[config.mk]
export PLATFORM = sky130hd
export DESIGN_NAME = decimal_long_division_remainder
export DESIGN_NICKNAME = d
export VERILOG_FILES = /design/src/rtl/core/dldr_pkg.sv /design/src/rtl/core/dldr_rom.sv /design/src/rtl/core/dldr_datapath.sv /design/src/rtl/core/decimal_long_division_remainder.sv
export SDC_FILE = /design/constraint.sdc
export NUM_CORES = 1
export LEC_CHECK = 0
export ABC_CLOCK_PERIOD_IN_PS = 5200
export BUFFER_PORTS_ARGS = -buffer_cell sky130_fd_sc_hd__buf_4
export CAP_MARGIN = 20
export CORE_AREA = 2 2 200 202
export DETAILED_ROUTE_END_ITERATION = 10
export DIE_AREA = 0 0 202 204
export PLACE_DENSITY = 0.51
export SYNTH_ARGS = -nofsm -noshare
export SYNTH_HDL_FRONTEND = slang
export SYNTH_SLANG_ARGS = --single-unit
[constraint.sdc]
create_clock -name aclk -period 5.2 [get_ports aclk]
set_input_delay 0.26 -clock aclk [delete_from_list [all_inputs] [get_ports aclk]]
set_output_delay 0.26 -clock aclk [all_outputs]
set_load 0.02 [all_outputs]
[src/rtl/core/dldr_pkg.sv]
package dldr_pkg;

    localparam int DATA_W    = 64;
    localparam int STATUS_W  = 2;
    localparam int DIGIT_W   = 4;
    localparam int IN_DATA_W = 8;
    localparam int PASS_W    = 4;

    localparam logic [PASS_W-1:0]  MAX_PASSES = 4'd9;
    localparam logic [DIGIT_W-1:0] DIGIT_MAX  = 4'd9;
    localparam logic [DIGIT_W-1:0] BCD_FIX    = 4'd6;

    typedef enum logic [STATUS_W-1:0] {
        ST_OK        = 2'd0,
        ST_ZERO_DIV  = 2'd1,
        ST_BAD_DIGIT = 2'd2
    } status_t;

    // program counter of the control store and its step addresses
    typedef logic [1:0] pc_t;
    localparam pc_t STEP_WAIT  = 2'd0;
    localparam pc_t STEP_PASS  = 2'd1;
    localparam pc_t STEP_CHECK = 2'd2;
    localparam pc_t STEP_EMIT  = 2'd3;

    typedef enum logic [1:0] {
        OP_NONE,
        OP_SHIFT,
        OP_SUB,
        OP_EMIT
    } op_t;

    typedef enum logic [1:0] {
        C_ACCEPT,
        C_DONE,
        C_LAST,
        C_OUT_FREE
    } cond_t;

    typedef struct packed {
        op_t   op;
        cond_t cond;
        pc_t   jmp_true;
        pc_t   jmp_false;
    } uword_t;

    typedef struct packed {
        logic shift;
        logic sub;
        logic clear;
    } dp_ctrl_t;

    typedef struct packed {
        logic done;
        logic zero_div;
        logic bad_seen;
    } dp_stat_t;

endpackage

[src/rtl/core/dldr_rom.sv]
module dldr_rom (
    input  dldr_pkg::pc_t    pc,
    output dldr_pkg::uword_t uword
);
    import dldr_pkg::*;

    // wait: take a digit and shift it in
    // pass: subtract until below the divisor or nine passes
    // check: emit on the last digit, else wait again
    // emit: load the output register once it is free, then clear
    always_comb begin
        unique case (pc)
            STEP_WAIT:  uword = '{OP_SHIFT, C_ACCEPT,   STEP_PASS, STEP_WAIT};
            STEP_PASS:  uword = '{OP_SUB,   C_DONE,     STEP_CHECK, STEP_PASS};
            STEP_CHECK: uword = '{OP_NONE,  C_LAST,     STEP_EMIT, STEP_WAIT};
            STEP_EMIT:  uword = '{OP_EMIT,  C_OUT_FREE, STEP_WAIT, STEP_EMIT};
        endcase
    end

endmodule

[src/rtl/core/dldr_datapath.sv]
module dldr_datapath #(
    parameter int DIGITS = 16,
    localparam int NDIG  = DIGITS + 1,
    localparam int RW    = 4 * NDIG
) (
    input  logic                              aclk,
    input  logic                              aresetn,
    input  dldr_pkg::dp_ctrl_t                ctrl,
    input  logic [dldr_pkg::DIGIT_W-1:0]      digit,
    input  logic [dldr_pkg::DATA_W-1:0]       divisor,
    output dldr_pkg::dp_stat_t                stat,
    output logic [RW-1:0]                     rem
);
    import dldr_pkg::*;

    logic [RW-1:0]     rem_reg, rem_next;
    logic [PASS_W-1:0] pass_reg, pass_next;
    logic              bad_reg, bad_next;
    logic [RW-1:0]     div_bcd;
    logic [RW:0]       diff;
    logic [NDIG-1:0]   borrow;
    logic [RW-1:0]     sub_bcd;
    logic [DIGIT_W-1:0] digit_clamped;
    logic              zero_div;

    // clamp divisor nibbles to nine, top place always zero
    always_comb begin
        div_bcd = '0;
        for (int i = 0; i < DIGITS; i++) begin
            div_bcd[4*i +: 4] = (divisor[4*i +: 4] > DIGIT_MAX) ? DIGIT_MAX
                                                                : divisor[4*i +: 4];
        end
    end

    assign zero_div = ~|div_bcd;

    // binary subtract, then fix each place that borrowed
    assign diff = {1'b0, rem_reg} - {1'b0, div_bcd};

    always_comb begin
        for (int i = 0; i < NDIG - 1; i++) begin
            borrow[i] = rem_reg[4*i+4] ^ div_bcd[4*i+4] ^ diff[4*i+4];
        end
        borrow[NDIG-1] = diff[RW];
        for (int i = 0; i < NDIG; i++) begin
            sub_bcd[4*i +: 4] = diff[4*i +: 4] - (borrow[i] ? BCD_FIX : 4'd0);
        end
    end

    assign digit_clamped = (digit > DIGIT_MAX) ? DIGIT_MAX : digit;

    always_comb begin
        rem_next  = rem_reg;
        pass_next = pass_reg;
        bad_next  = bad_reg;
        priority if (ctrl.clear) begin
            rem_next  = '0;
            pass_next = '0;
            bad_next  = 1'b0;
        end else if (ctrl.shift) begin
            rem_next  = {rem_reg[RW-5:0], digit_clamped};
            pass_next = '0;
            bad_next  = bad_reg | (digit > DIGIT_MAX);
        end else if (ctrl.sub) begin
            rem_next  = sub_bcd;
            pass_next = pass_reg + 4'd1;
        end
    end

    always_ff @(posedge aclk) begin
        if (!aresetn) begin
            rem_reg  <= '0;
            pass_reg <= '0;
            bad_reg  <= 1'b0;
        end else begin
            rem_reg  <= rem_next;
            pass_reg <= pass_next;
            bad_reg  <= bad_next;
        end
    end

    assign stat.done     = zero_div | diff[RW] | (pass_reg == MAX_PASSES);
    assign stat.zero_div = zero_div;
    assign stat.bad_seen = bad_reg;
    assign rem           = rem_reg;

endmodule

[src/rtl/core/decimal_long_division_remainder.sv]
// Remainder of a decimal dividend by a BCD divisor.
// Input requests (s_*) carry one dividend digit each, most significant first;
// s_tlast marks the final digit. Digits above nine are used as nine and flag
// status 2 for that number.
// The divisor is written on the cfg_* channel as packed BCD, lowest digit in
// the low nibble; only the low DIGITS nibbles count. Write it while idle.
// On the last digit one result request leaves on m_*: m_tdata holds the
// remainder in packed BCD, m_tuser the status (0 ok, 1 divisor zero,
// 2 bad digit). A zero divisor gives remainder zero.
// A small microcoded sequencer drives one shared BCD subtractor.
// A digit takes an accept step, the subtract passes (at most nine) plus one
// closing compare, and a check step. The last digit adds an emit step.
// The output register holds a result while m_tready is low; the next number
// proceeds meanwhile and stalls only at its own emit step.
// Reset (aresetn low, synchronous) clears the remainder, flags and output
// valid, and loads divisor 1.
module decimal_long_division_remainder #(
    parameter int DIGITS = 16
) (
    input  logic                              aclk,
    input  logic                              aresetn,
    // dividend digit stream
    input  logic                              s_tvalid,
    output logic                              s_tready,
    input  logic [dldr_pkg::IN_DATA_W-1:0]    s_tdata,   // [3:0] digit, [7:4] zero
    input  logic                              s_tlast,
    // remainder stream
    output logic                              m_tvalid,
    input  logic                              m_tready,
    output logic [dldr_pkg::DATA_W-1:0]       m_tdata,   // [63:0] remainder_bcd
    output logic [dldr_pkg::STATUS_W-1:0]     m_tuser,   // [1:0] status
    // divisor register write
    input  logic                              cfg_valid,
    output logic                              cfg_ready,
    input  logic [dldr_pkg::DATA_W-1:0]       cfg_data
);
    import dldr_pkg::*;

    localparam int RW = 4 * (DIGITS + 1);

    pc_t                  pc_reg, pc_next;
    uword_t               uword;
    dp_ctrl_t             ctrl;
    dp_stat_t             stat;
    logic [RW-1:0]        rem;
    logic [DATA_W-1:0]    rem_wide;
    logic [DATA_W-1:0]    divisor_reg;
    logic                 last_reg;
    logic                 out_free;
    logic                 cond_true;
    logic                 accept;
    logic                 m_tvalid_reg, m_tvalid_next;
    logic [DATA_W-1:0]    m_tdata_reg;
    status_t              m_status_reg;

    // control store
    dldr_rom u_rom (
        .pc    (pc_reg),
        .uword (uword)
    );

    dldr_datapath #(
        .DIGITS (DIGITS)
    ) u_datapath (
        .aclk    (aclk),
        .aresetn (aresetn),
        .ctrl    (ctrl),
        .digit   (s_tdata[DIGIT_W-1:0]),
        .divisor (divisor_reg),
        .stat    (stat),
        .rem     (rem)
    );

    // keep the low sixteen places of the remainder
    generate
        if (RW >= DATA_W) begin : g_trunc
            assign rem_wide = rem[DATA_W-1:0];
        end else begin : g_pad
            assign rem_wide = {{(DATA_W-RW){1'b0}}, rem};
        end
    endgenerate

    assign out_free = ~m_tvalid_reg | m_tready;
    assign s_tready = (uword.op == OP_SHIFT);
    assign accept   = s_tvalid & s_tready;

    // branch condition
    always_comb begin
        unique case (uword.cond)
            C_ACCEPT:   cond_true = accept;
            C_DONE:     cond_true = stat.done;
            C_LAST:     cond_true = last_reg;
            C_OUT_FREE: cond_true = out_free;
        endcase
    end

    // next step
    always_comb begin
        pc_next = cond_true ? uword.jmp_true : uword.jmp_false;
    end

    // datapath strobes from the current control word
    always_comb begin
        ctrl.shift = accept;
        ctrl.sub   = (uword.op == OP_SUB) & ~stat.done;
        ctrl.clear = (uword.op == OP_EMIT) & out_free;
    end

    always_comb begin
        m_tvalid_next = m_tvalid_reg;
        priority if (ctrl.clear) begin
            m_tvalid_next = 1'b1;
        end else if (m_tready) begin
            m_tvalid_next = 1'b0;
        end
    end

    always_ff @(posedge aclk) begin
        if (!aresetn) begin
            pc_reg       <= STEP_WAIT;
            m_tvalid_reg <= 1'b0;
            divisor_reg  <= 64'd1;
            last_reg     <= 1'b0;
        end else begin
            pc_reg       <= pc_next;
            m_tvalid_reg <= m_tvalid_next;
            if (cfg_valid) begin
                divisor_reg <= cfg_data;
            end
            if (accept) begin
                last_reg <= s_tlast;
            end
        end
    end

    // result payload: zero divisor wins over a bad digit
    always_ff @(posedge aclk) begin
        if (ctrl.clear) begin
            if (stat.zero_div) begin
                m_tdata_reg  <= '0;
                m_status_reg <= ST_ZERO_DIV;
            end else begin
                m_tdata_reg  <= rem_wide;
                m_status_reg <= stat.bad_seen ? ST_BAD_DIGIT : ST_OK;
            end
        end
    end

    assign cfg_ready = 1'b1;
    assign m_tvalid  = m_tvalid_reg;
    assign m_tdata   = m_tdata_reg;
    assign m_tuser   = m_status_reg;

`ifndef SYNTHESIS
    a_accept_to_pass: assert property (@(posedge aclk) disable iff (!aresetn)
        accept |=> (pc_reg == STEP_PASS))
        else $error("accepted digit did not start subtract passes");

    a_valid_from_emit: assert property (@(posedge aclk) disable iff (!aresetn)
        $rose(m_tvalid) |-> ($past(pc_reg) == STEP_EMIT))
        else $error("result raised outside the emit step");

    a_status_code: assert property (@(posedge aclk) disable iff (!aresetn)
        m_tvalid |-> (m_tuser == ST_OK || m_tuser == ST_ZERO_DIV
                      || m_tuser == ST_BAD_DIGIT))
        else $error("undefined status code on result");

    a_no_sub_in_wait: assert property (@(posedge aclk) disable iff (!aresetn)
        ctrl.sub |-> !ctrl.shift && !ctrl.clear)
        else $error("subtract overlaps shift or clear");
`endif

endmodule

After elaboration in Yosys (flattened, before gate mapping):

Index checks and enable logic that the tools add are counted.

* flip-flop bits (word level): 207
* latch bits: 0
* memory bits (writable): 0
* bits in read-only memories: 0
* bits of input ports: 78
* output and inout port bits: 69
* word-level logic and storage cells: 146
* memories: 0

* add/subtract/negate cells: 19
* multiply operators: 0
* div/mod/pow operators: 0
* order comparisons: 17
* equality and inequality tests: 10
* shift-type cells: 0
* multiplexer cells: 42
* bitwise operators: 41
* reduce and logical (&&, ||, !) cells: 8

Operators with widths (number)
* 68-bit 2-to-1 mux: 2
* 68-bit by 64-bit subtractor with 69-bit output: 1
* 4-bit > comparator, second input constant: 17
* 4-bit 2-to-1 mux: 17
* 4-bit subtractor: 17
* 64-bit OR reduction: 1
* 3-bit 2-to-1 mux: 17
* 8-bit case mux with 4 select lines: 1
* 1-bit XOR: 31
* 2-bit == test, second input constant: 6
* 2-bit by 1-bit == test with 1-bit output, second input constant: 3
* 4-bit by 1-bit adder with 4-bit output, second input constant: 1
* 4-bit == test, second input constant: 1
* 2-bit zero test: 2
* 2-bit 2-to-1 mux: 2
* 1-bit OR: 4
* 1-bit case mux with 4 select lines: 1
* 2-bit nonzero test: 2
* 1-bit bitwise AND: 3
* 1-bit NOT: 3
* 3-bit OR reduction: 1
* 1-bit 2-to-1 mux: 2
* 2-bit OR reduction: 1
* 1-bit zero test: 1

Longest topological paths before layout:

* depth in word-level cells: 10
* gate-level depth with buffers: 24
* gate-level depth less buffers: 24

Modules after synthesis:

Synthesis repeated with hierarchy kept, for this count alone.

* cells, all modules: 1545
* area total of the unflattened synthesis: 13668.1 µm²

By module, submodules not included
* dldr_datapath: instances 1, cells each 1167, area each 8554.5 µm², seq. area each 1461.4 µm²
* decimal_long_division_remainder: instances 1, cells each 366, area each 5014.8 µm², seq. area each 3343.2 µm²
* dldr_rom: instances 1, cells each 12, area each 98.8 µm², seq. area each 0.0 µm²

Worst setup path before layout:

OpenSTA, ideal clock, no wires.

* path kind: reg2reg
* start: reg divisor_reg[3]
* end: reg u_datapath.rem_reg[67], in the netlist u_datapath.rem[67]
* setup time: 79 ps
* arrival time: 4550 ps
* data required time: 5121 ps
* setup slack: 571 ps
* stages on the path, launching flop included: 22
* path buffers: 0
* period minus slack after synthesis: 4629 ps
* cells stage by stage: dfxtp_1 o21ai_0 nand2b_1 ha_1 inv_1 fa_1 nand3_1 a2111oi_2 o311a_2 nor2b_4 a2111oi_2 o31ai_1 a31oi_1 a221oi_1 o221a_2 o21ai_1 xnor2_1 fa_1 xor2_1 or3_1 or3_1 o211ai_1

* cells in the longest elaborated chain, start to end: 9
* elaborated cells between the ends (all ways): 14
* those cells by class: add/sub (2); order compare (1); mux (4); bitwise (4); reduce/logical (3)

Ends and longest elaborated chain
* from (decl): RTL line decimal_long_division_remainder.sv:47 `logic [DATA_W-1:0] divisor_reg;`
* from (signal assigned): RTL line decimal_long_division_remainder.sv:128 `divisor_reg <= cfg_data;`
* 4-bit > comparator: RTL line dldr_datapath.sv:30 `div_bcd[4*i +: 4] = (divisor[4*i +: 4] > DIGIT_MAX) ? DIGIT_MAX`
* 4-bit 2-to-1 mux *: RTL line dldr_datapath.sv:30
* parallel branches: the longest is 7 deep, another holds 68-bit by 64-bit subtractor with 69-bit output
* to (signal assigned): RTL line dldr_datapath.sv:76 `rem_reg <= rem_next;`
* to (decl): RTL line dldr_datapath.sv:16 `logic [RW-1:0] rem_reg, rem_next;`

Mark *: on every way between the ends. The select of a mux whose other input is x is not followed.
A chain may end at the register's enable or synchronous reset.

Final worst setup path:

* start: reg divisor_reg[1]
* end: reg u_datapath.rem_reg[67], in the netlist u_datapath.rem[67]

The elaborated chain is that of the path after synthesis.

==> flow_summary_export.csv <==
group,metric,value,unit
clock_tree,tritoncts,"built",
min_path,min_to,"divisor_reg[1]",
worst_setup_path,required,5.65,ns
grt,grt_max_degree,88,
clock_tree,cts.sinks,207,
synth,synth_edf_count,66,
clock_tree,clk_pin_slew_worst_paths,0.06,ns
synth,async_flop_share,0,
clock_tree,insertion_delay,0.54,ns
route,drtPass1Iterations,5,
route,drc,0,
synth,synthCells,1521,
die,die_area,41200,um2
clock_tree,cts_root_buffer,"clkbuf_16",
die,core_region_area,39200,um2
worst_setup_path,path_cells,"o21ai_0 > nand2b_1 > ha_1 > inv_1 > fa_1 > nand3_1 > a2111oi_4 > o311a_2 > nor2b_4 > a2111oi_4 > o31ai_1 > buf_4 > a31oi_2 > a221oi_2 > o221a_2 > o21ai_1 > xnor2_1 > fa_1 > xor2_1 > or3_1 > or3_1 > o211ai_1",
worst_setup_path,path_class,"register to register",
route,wl_per_cell,18.0,um
sta,fin_crit,4.90,ns
worst_setup_path,path_buf_inv,2,
worst_setup_path,start_kind,"register",
worst_setup_path,max_stage_delay,0.45,ns
finish,instances_no_fill,2257,
worst_setup_path,worstPathArrival,5.35,ns
synth,synth.area.mux_share,0.0624,
sta,slew_viol_final,0,
die,fp-row-count,73,
finish,synthToLayoutAreaGrowth,23.5,%
worst_setup_path,cpMaxStageDelayCell,"o311a_2",
die,initial_core_util,0.344,
power,p_int,0.00696,W
die,ios,147,
synth,yosysSeqAreaShare,0.356,
synth,synth-compound-area-share,0.191,
route,dr_wl_met2,18100,um
route,drtIter0Drc,554,
grt,grt_pass1_wl,63800,um
die,die_w,202,um
synth,synth_top_area_cell,"dfxtp_1",
placement,place_ws,0.181,ns
route,ant_nets,0,
finish,insertedDiodeCount,0,
synth,syn_area,13500,um2
sta,min_period_over_period,0.943,
power,clock_power_share,0.140,
route,top_layer,"met4",
sta,grt_setup_unrepaired,"no",
synth,yosysWarningCount,0,
synth,synth_flop_cell,"dfxtp_1",
sta,clock.fmax,204,MHz
synth,synth_most_common_cell,"a21oi_1",
synth,ys_seq_elements,207,
finish,regArea,4800,um2
worst_setup_path,r2r_cells,22,
synth,synth_top_family_by_area,"compound AO/OA/AOI/OAI gates",
placement,portBuffers,141,
clock_tree,cts_made_buffers,25,
worst_setup_path,r2r_slack,0.30,ns
synth,yosys-top-cells-area,"dfxtp_1 (21%), edfxtp_1 (15%), ha_1 (8.3%)",
power,p_sw,0.00606,W
finish,nets,1899,
power,p_seq_frac,0.187,
clock_tree,postCtsSetupBuffers,0,
worst_setup_path,end_kind,"register",
power,power_density,781,nW/um2
run_status,outcome,"complete, no violations",
power,max-vdd-ir-drop,0.000346,V
power,comb_power_share,0.673,
synth,synth_xor_area_frac,0.0526,
min_path,hold_class,"input pin to register",
synth,synth_adder_area_share,0.109,
power,sw_frac_of_total,0.465,
job,cap_violations,0,
synth,yosys-top-cells-count,"a21oi_1 (168), dfxtp_1 (141), nor2b_1 (135)",
sta,setup_slack,0.299,ns
route,wl,40700,um
finish,fillerInstances,3896,
route,vias_per_cell,5.11,
grt,grtUsageTotal,0.194,
power,power.leakage,7.17,nW
grt,grt_pass1_vias,11300,
sta,tightest_slew,0.925,ns
min_path,min_from,"cfg_data[1]",
min_path,whs_path_depth,3,
grt,overflow,0,
sta,finalSetupViolCount,0,
die,die_h,204,um
placement,hpwlAfterDp,29800,um
sta,fin_skew,0.0167,ns
worst_setup_path,r2r-start,"divisor_reg[1]",
sta,hold_violations,0,
worst_setup_path,regToRegEndpoint,"u_datapath.rem[67]",
clock_tree,h-tree-depth,1,
route,m1WireLength,19900,um
worst_setup_path,crit_fanout,4,
finish,multiInputGateArea,8110,um2
placement,place.gp.congestion,0.890,
synth,yosysUniqueCellTypes,73,
route,dr_total_vias,11500,
synth,synth_top_cell_area_share,0.209,
grt,grt_antenna_before_repair,0,
placement,dp_cells,2145,
finish,drive_gt1_frac,0.148,
synth,avgSynthCellArea,8.87,um2
finish,largest_reg_flops,68,
route,wl_met3,1820,um
synth,syn_nets,1706,
synth,synthSimpleGateAreaFrac,0.182,
sta,slew_headroom,0.383,
worst_setup_path,crit_family,"compound AO/OA/AOI/OAI gates",
sta,fin_tns_setup,0,ns
clock_tree,clk_path_buf_depth,3,
==> per-layer routing <==
layer,up-vias,GRT usage
li1,5782,-
met1,5428,0.274
met2,268,0.313
met3,56,0.0218
met4,0,0.0509
met5,-,0
==> per-stage QoR <==
| step | power (W) | instance area, um2 | hold WS, ns | utilization |
|---|---|---|---|---|
| global placement | 0.0111 | 15100 | 0.445 | 0.386 |
| floorplan | 0.00886 | 13500 | 0.389 | - |
| detailed placement | 0.0111 | 15100 | 0.454 | 0.386 |
| CTS | 0.0130 | 16600 | 0.0116 | 0.424 |
| finish | 0.0130 | 16700 | 0.0328 | 0.425 |
| global route | 0.0143 | 16700 | 0.0460 | 0.425 |
==> logic make-up after synthesis <==
group,count (synthesis)
other,1
XOR/XNOR,81
flip-flops,207
AO/OA/AOI/OAI,419
multiplexers,84
buffers and inverters,148
adder cells (fa/ha/maj),107
AND/OR/NAND/NOR,474
==> cells in the final DEF (no fill, tap or decap), types with 6 or more instances in the layout <==
cell type	count
buf_4	175
a21oi_1	168
dfxtp_1	141
nor2b_1	135
nand2_1	120
ha_1	89
nor2_1	83
mux2i_1	83
o21ai_0	73
inv_1	70
dlygate4sd3_1	67
edfxtp_1	66
xnor2_1	57
a21o_1	45
nand3_1	34
clkbuf_16	25
xor2_1	24
o21ai_1	24
or2_2	18
o21bai_1	18
fa_1	18
nand4_1	15
nor3_1	12
o21a_1	9
and3_1	9
nor4_1	9
or3_1	8
o211ai_1	8
a31oi_1	7
o31ai_1	7
or4_1	7
a21boi_0	6
a211oi_1	6
clkinv_2	6
==> worst max-delay path by stage <==
stage | startpoint | endpoint | slack (ns) | cells after the start
6_report | divisor_reg[1] | u_datapath.rem[67] | 0.30 | 22
5_1_grt | divisor_reg[1] | u_datapath.rem[63] | 0.008 | 23
4_1_cts | divisor_reg[1] | u_datapath.rem[59] | 0.17 | 23
3_5_place_dp | divisor_reg[1] | u_datapath.rem[59] | 0.18 | 23
3_3_place_gp | divisor_reg[17] | u_datapath.rem[59] | 0.29 | 20
2_1_floorplan | divisor_reg[3] | u_datapath.rem[67] | 0.57 | 21
==> repair_timing <==
| action | CTS | global route |
|---|---|---|
| gates resized for setup | 0 | 5 |
| setup endpoints to repair | 0 | 3 |
| endpoints found under the hold margin | 67 | 0 |
| hold buffers | 67 | 0 |
==> area by class of cell <==
class / count / share of cell area
clock buffer: 30 / 0.0399
clock inverter: 15 / 0.0106
inverter: 72 / 0.0162
multi-input combinational: 1166 / 0.487
sequential: 207 / 0.288
tap: 525 / 0.0394
timing repair buffer: 242 / 0.119
==> worst min-delay path, delay by kind of cell <==
| family | cells | cell delay [ns] |
|---|---|---|
| buffers and inverters | 1 | 0.10 |
| multiplexers | 1 | 0.06 |
| AND/OR/NAND/NOR | 1 | 0.10 |
==> power by group through the flow <==
stage	Combinational (W)	Sequential [W]	Clock, W
floorplan	0.00654	0.00231	0
global placement	0.00860	0.00246	0
detailed placement	0.00860	0.00246	0
CTS	0.00873	0.00243	0.00187
global route	0.00990	0.00247	0.00194
finish	0.00877	0.00243	0.00182
Note: power is estimated with default switching activity, not from simulation.
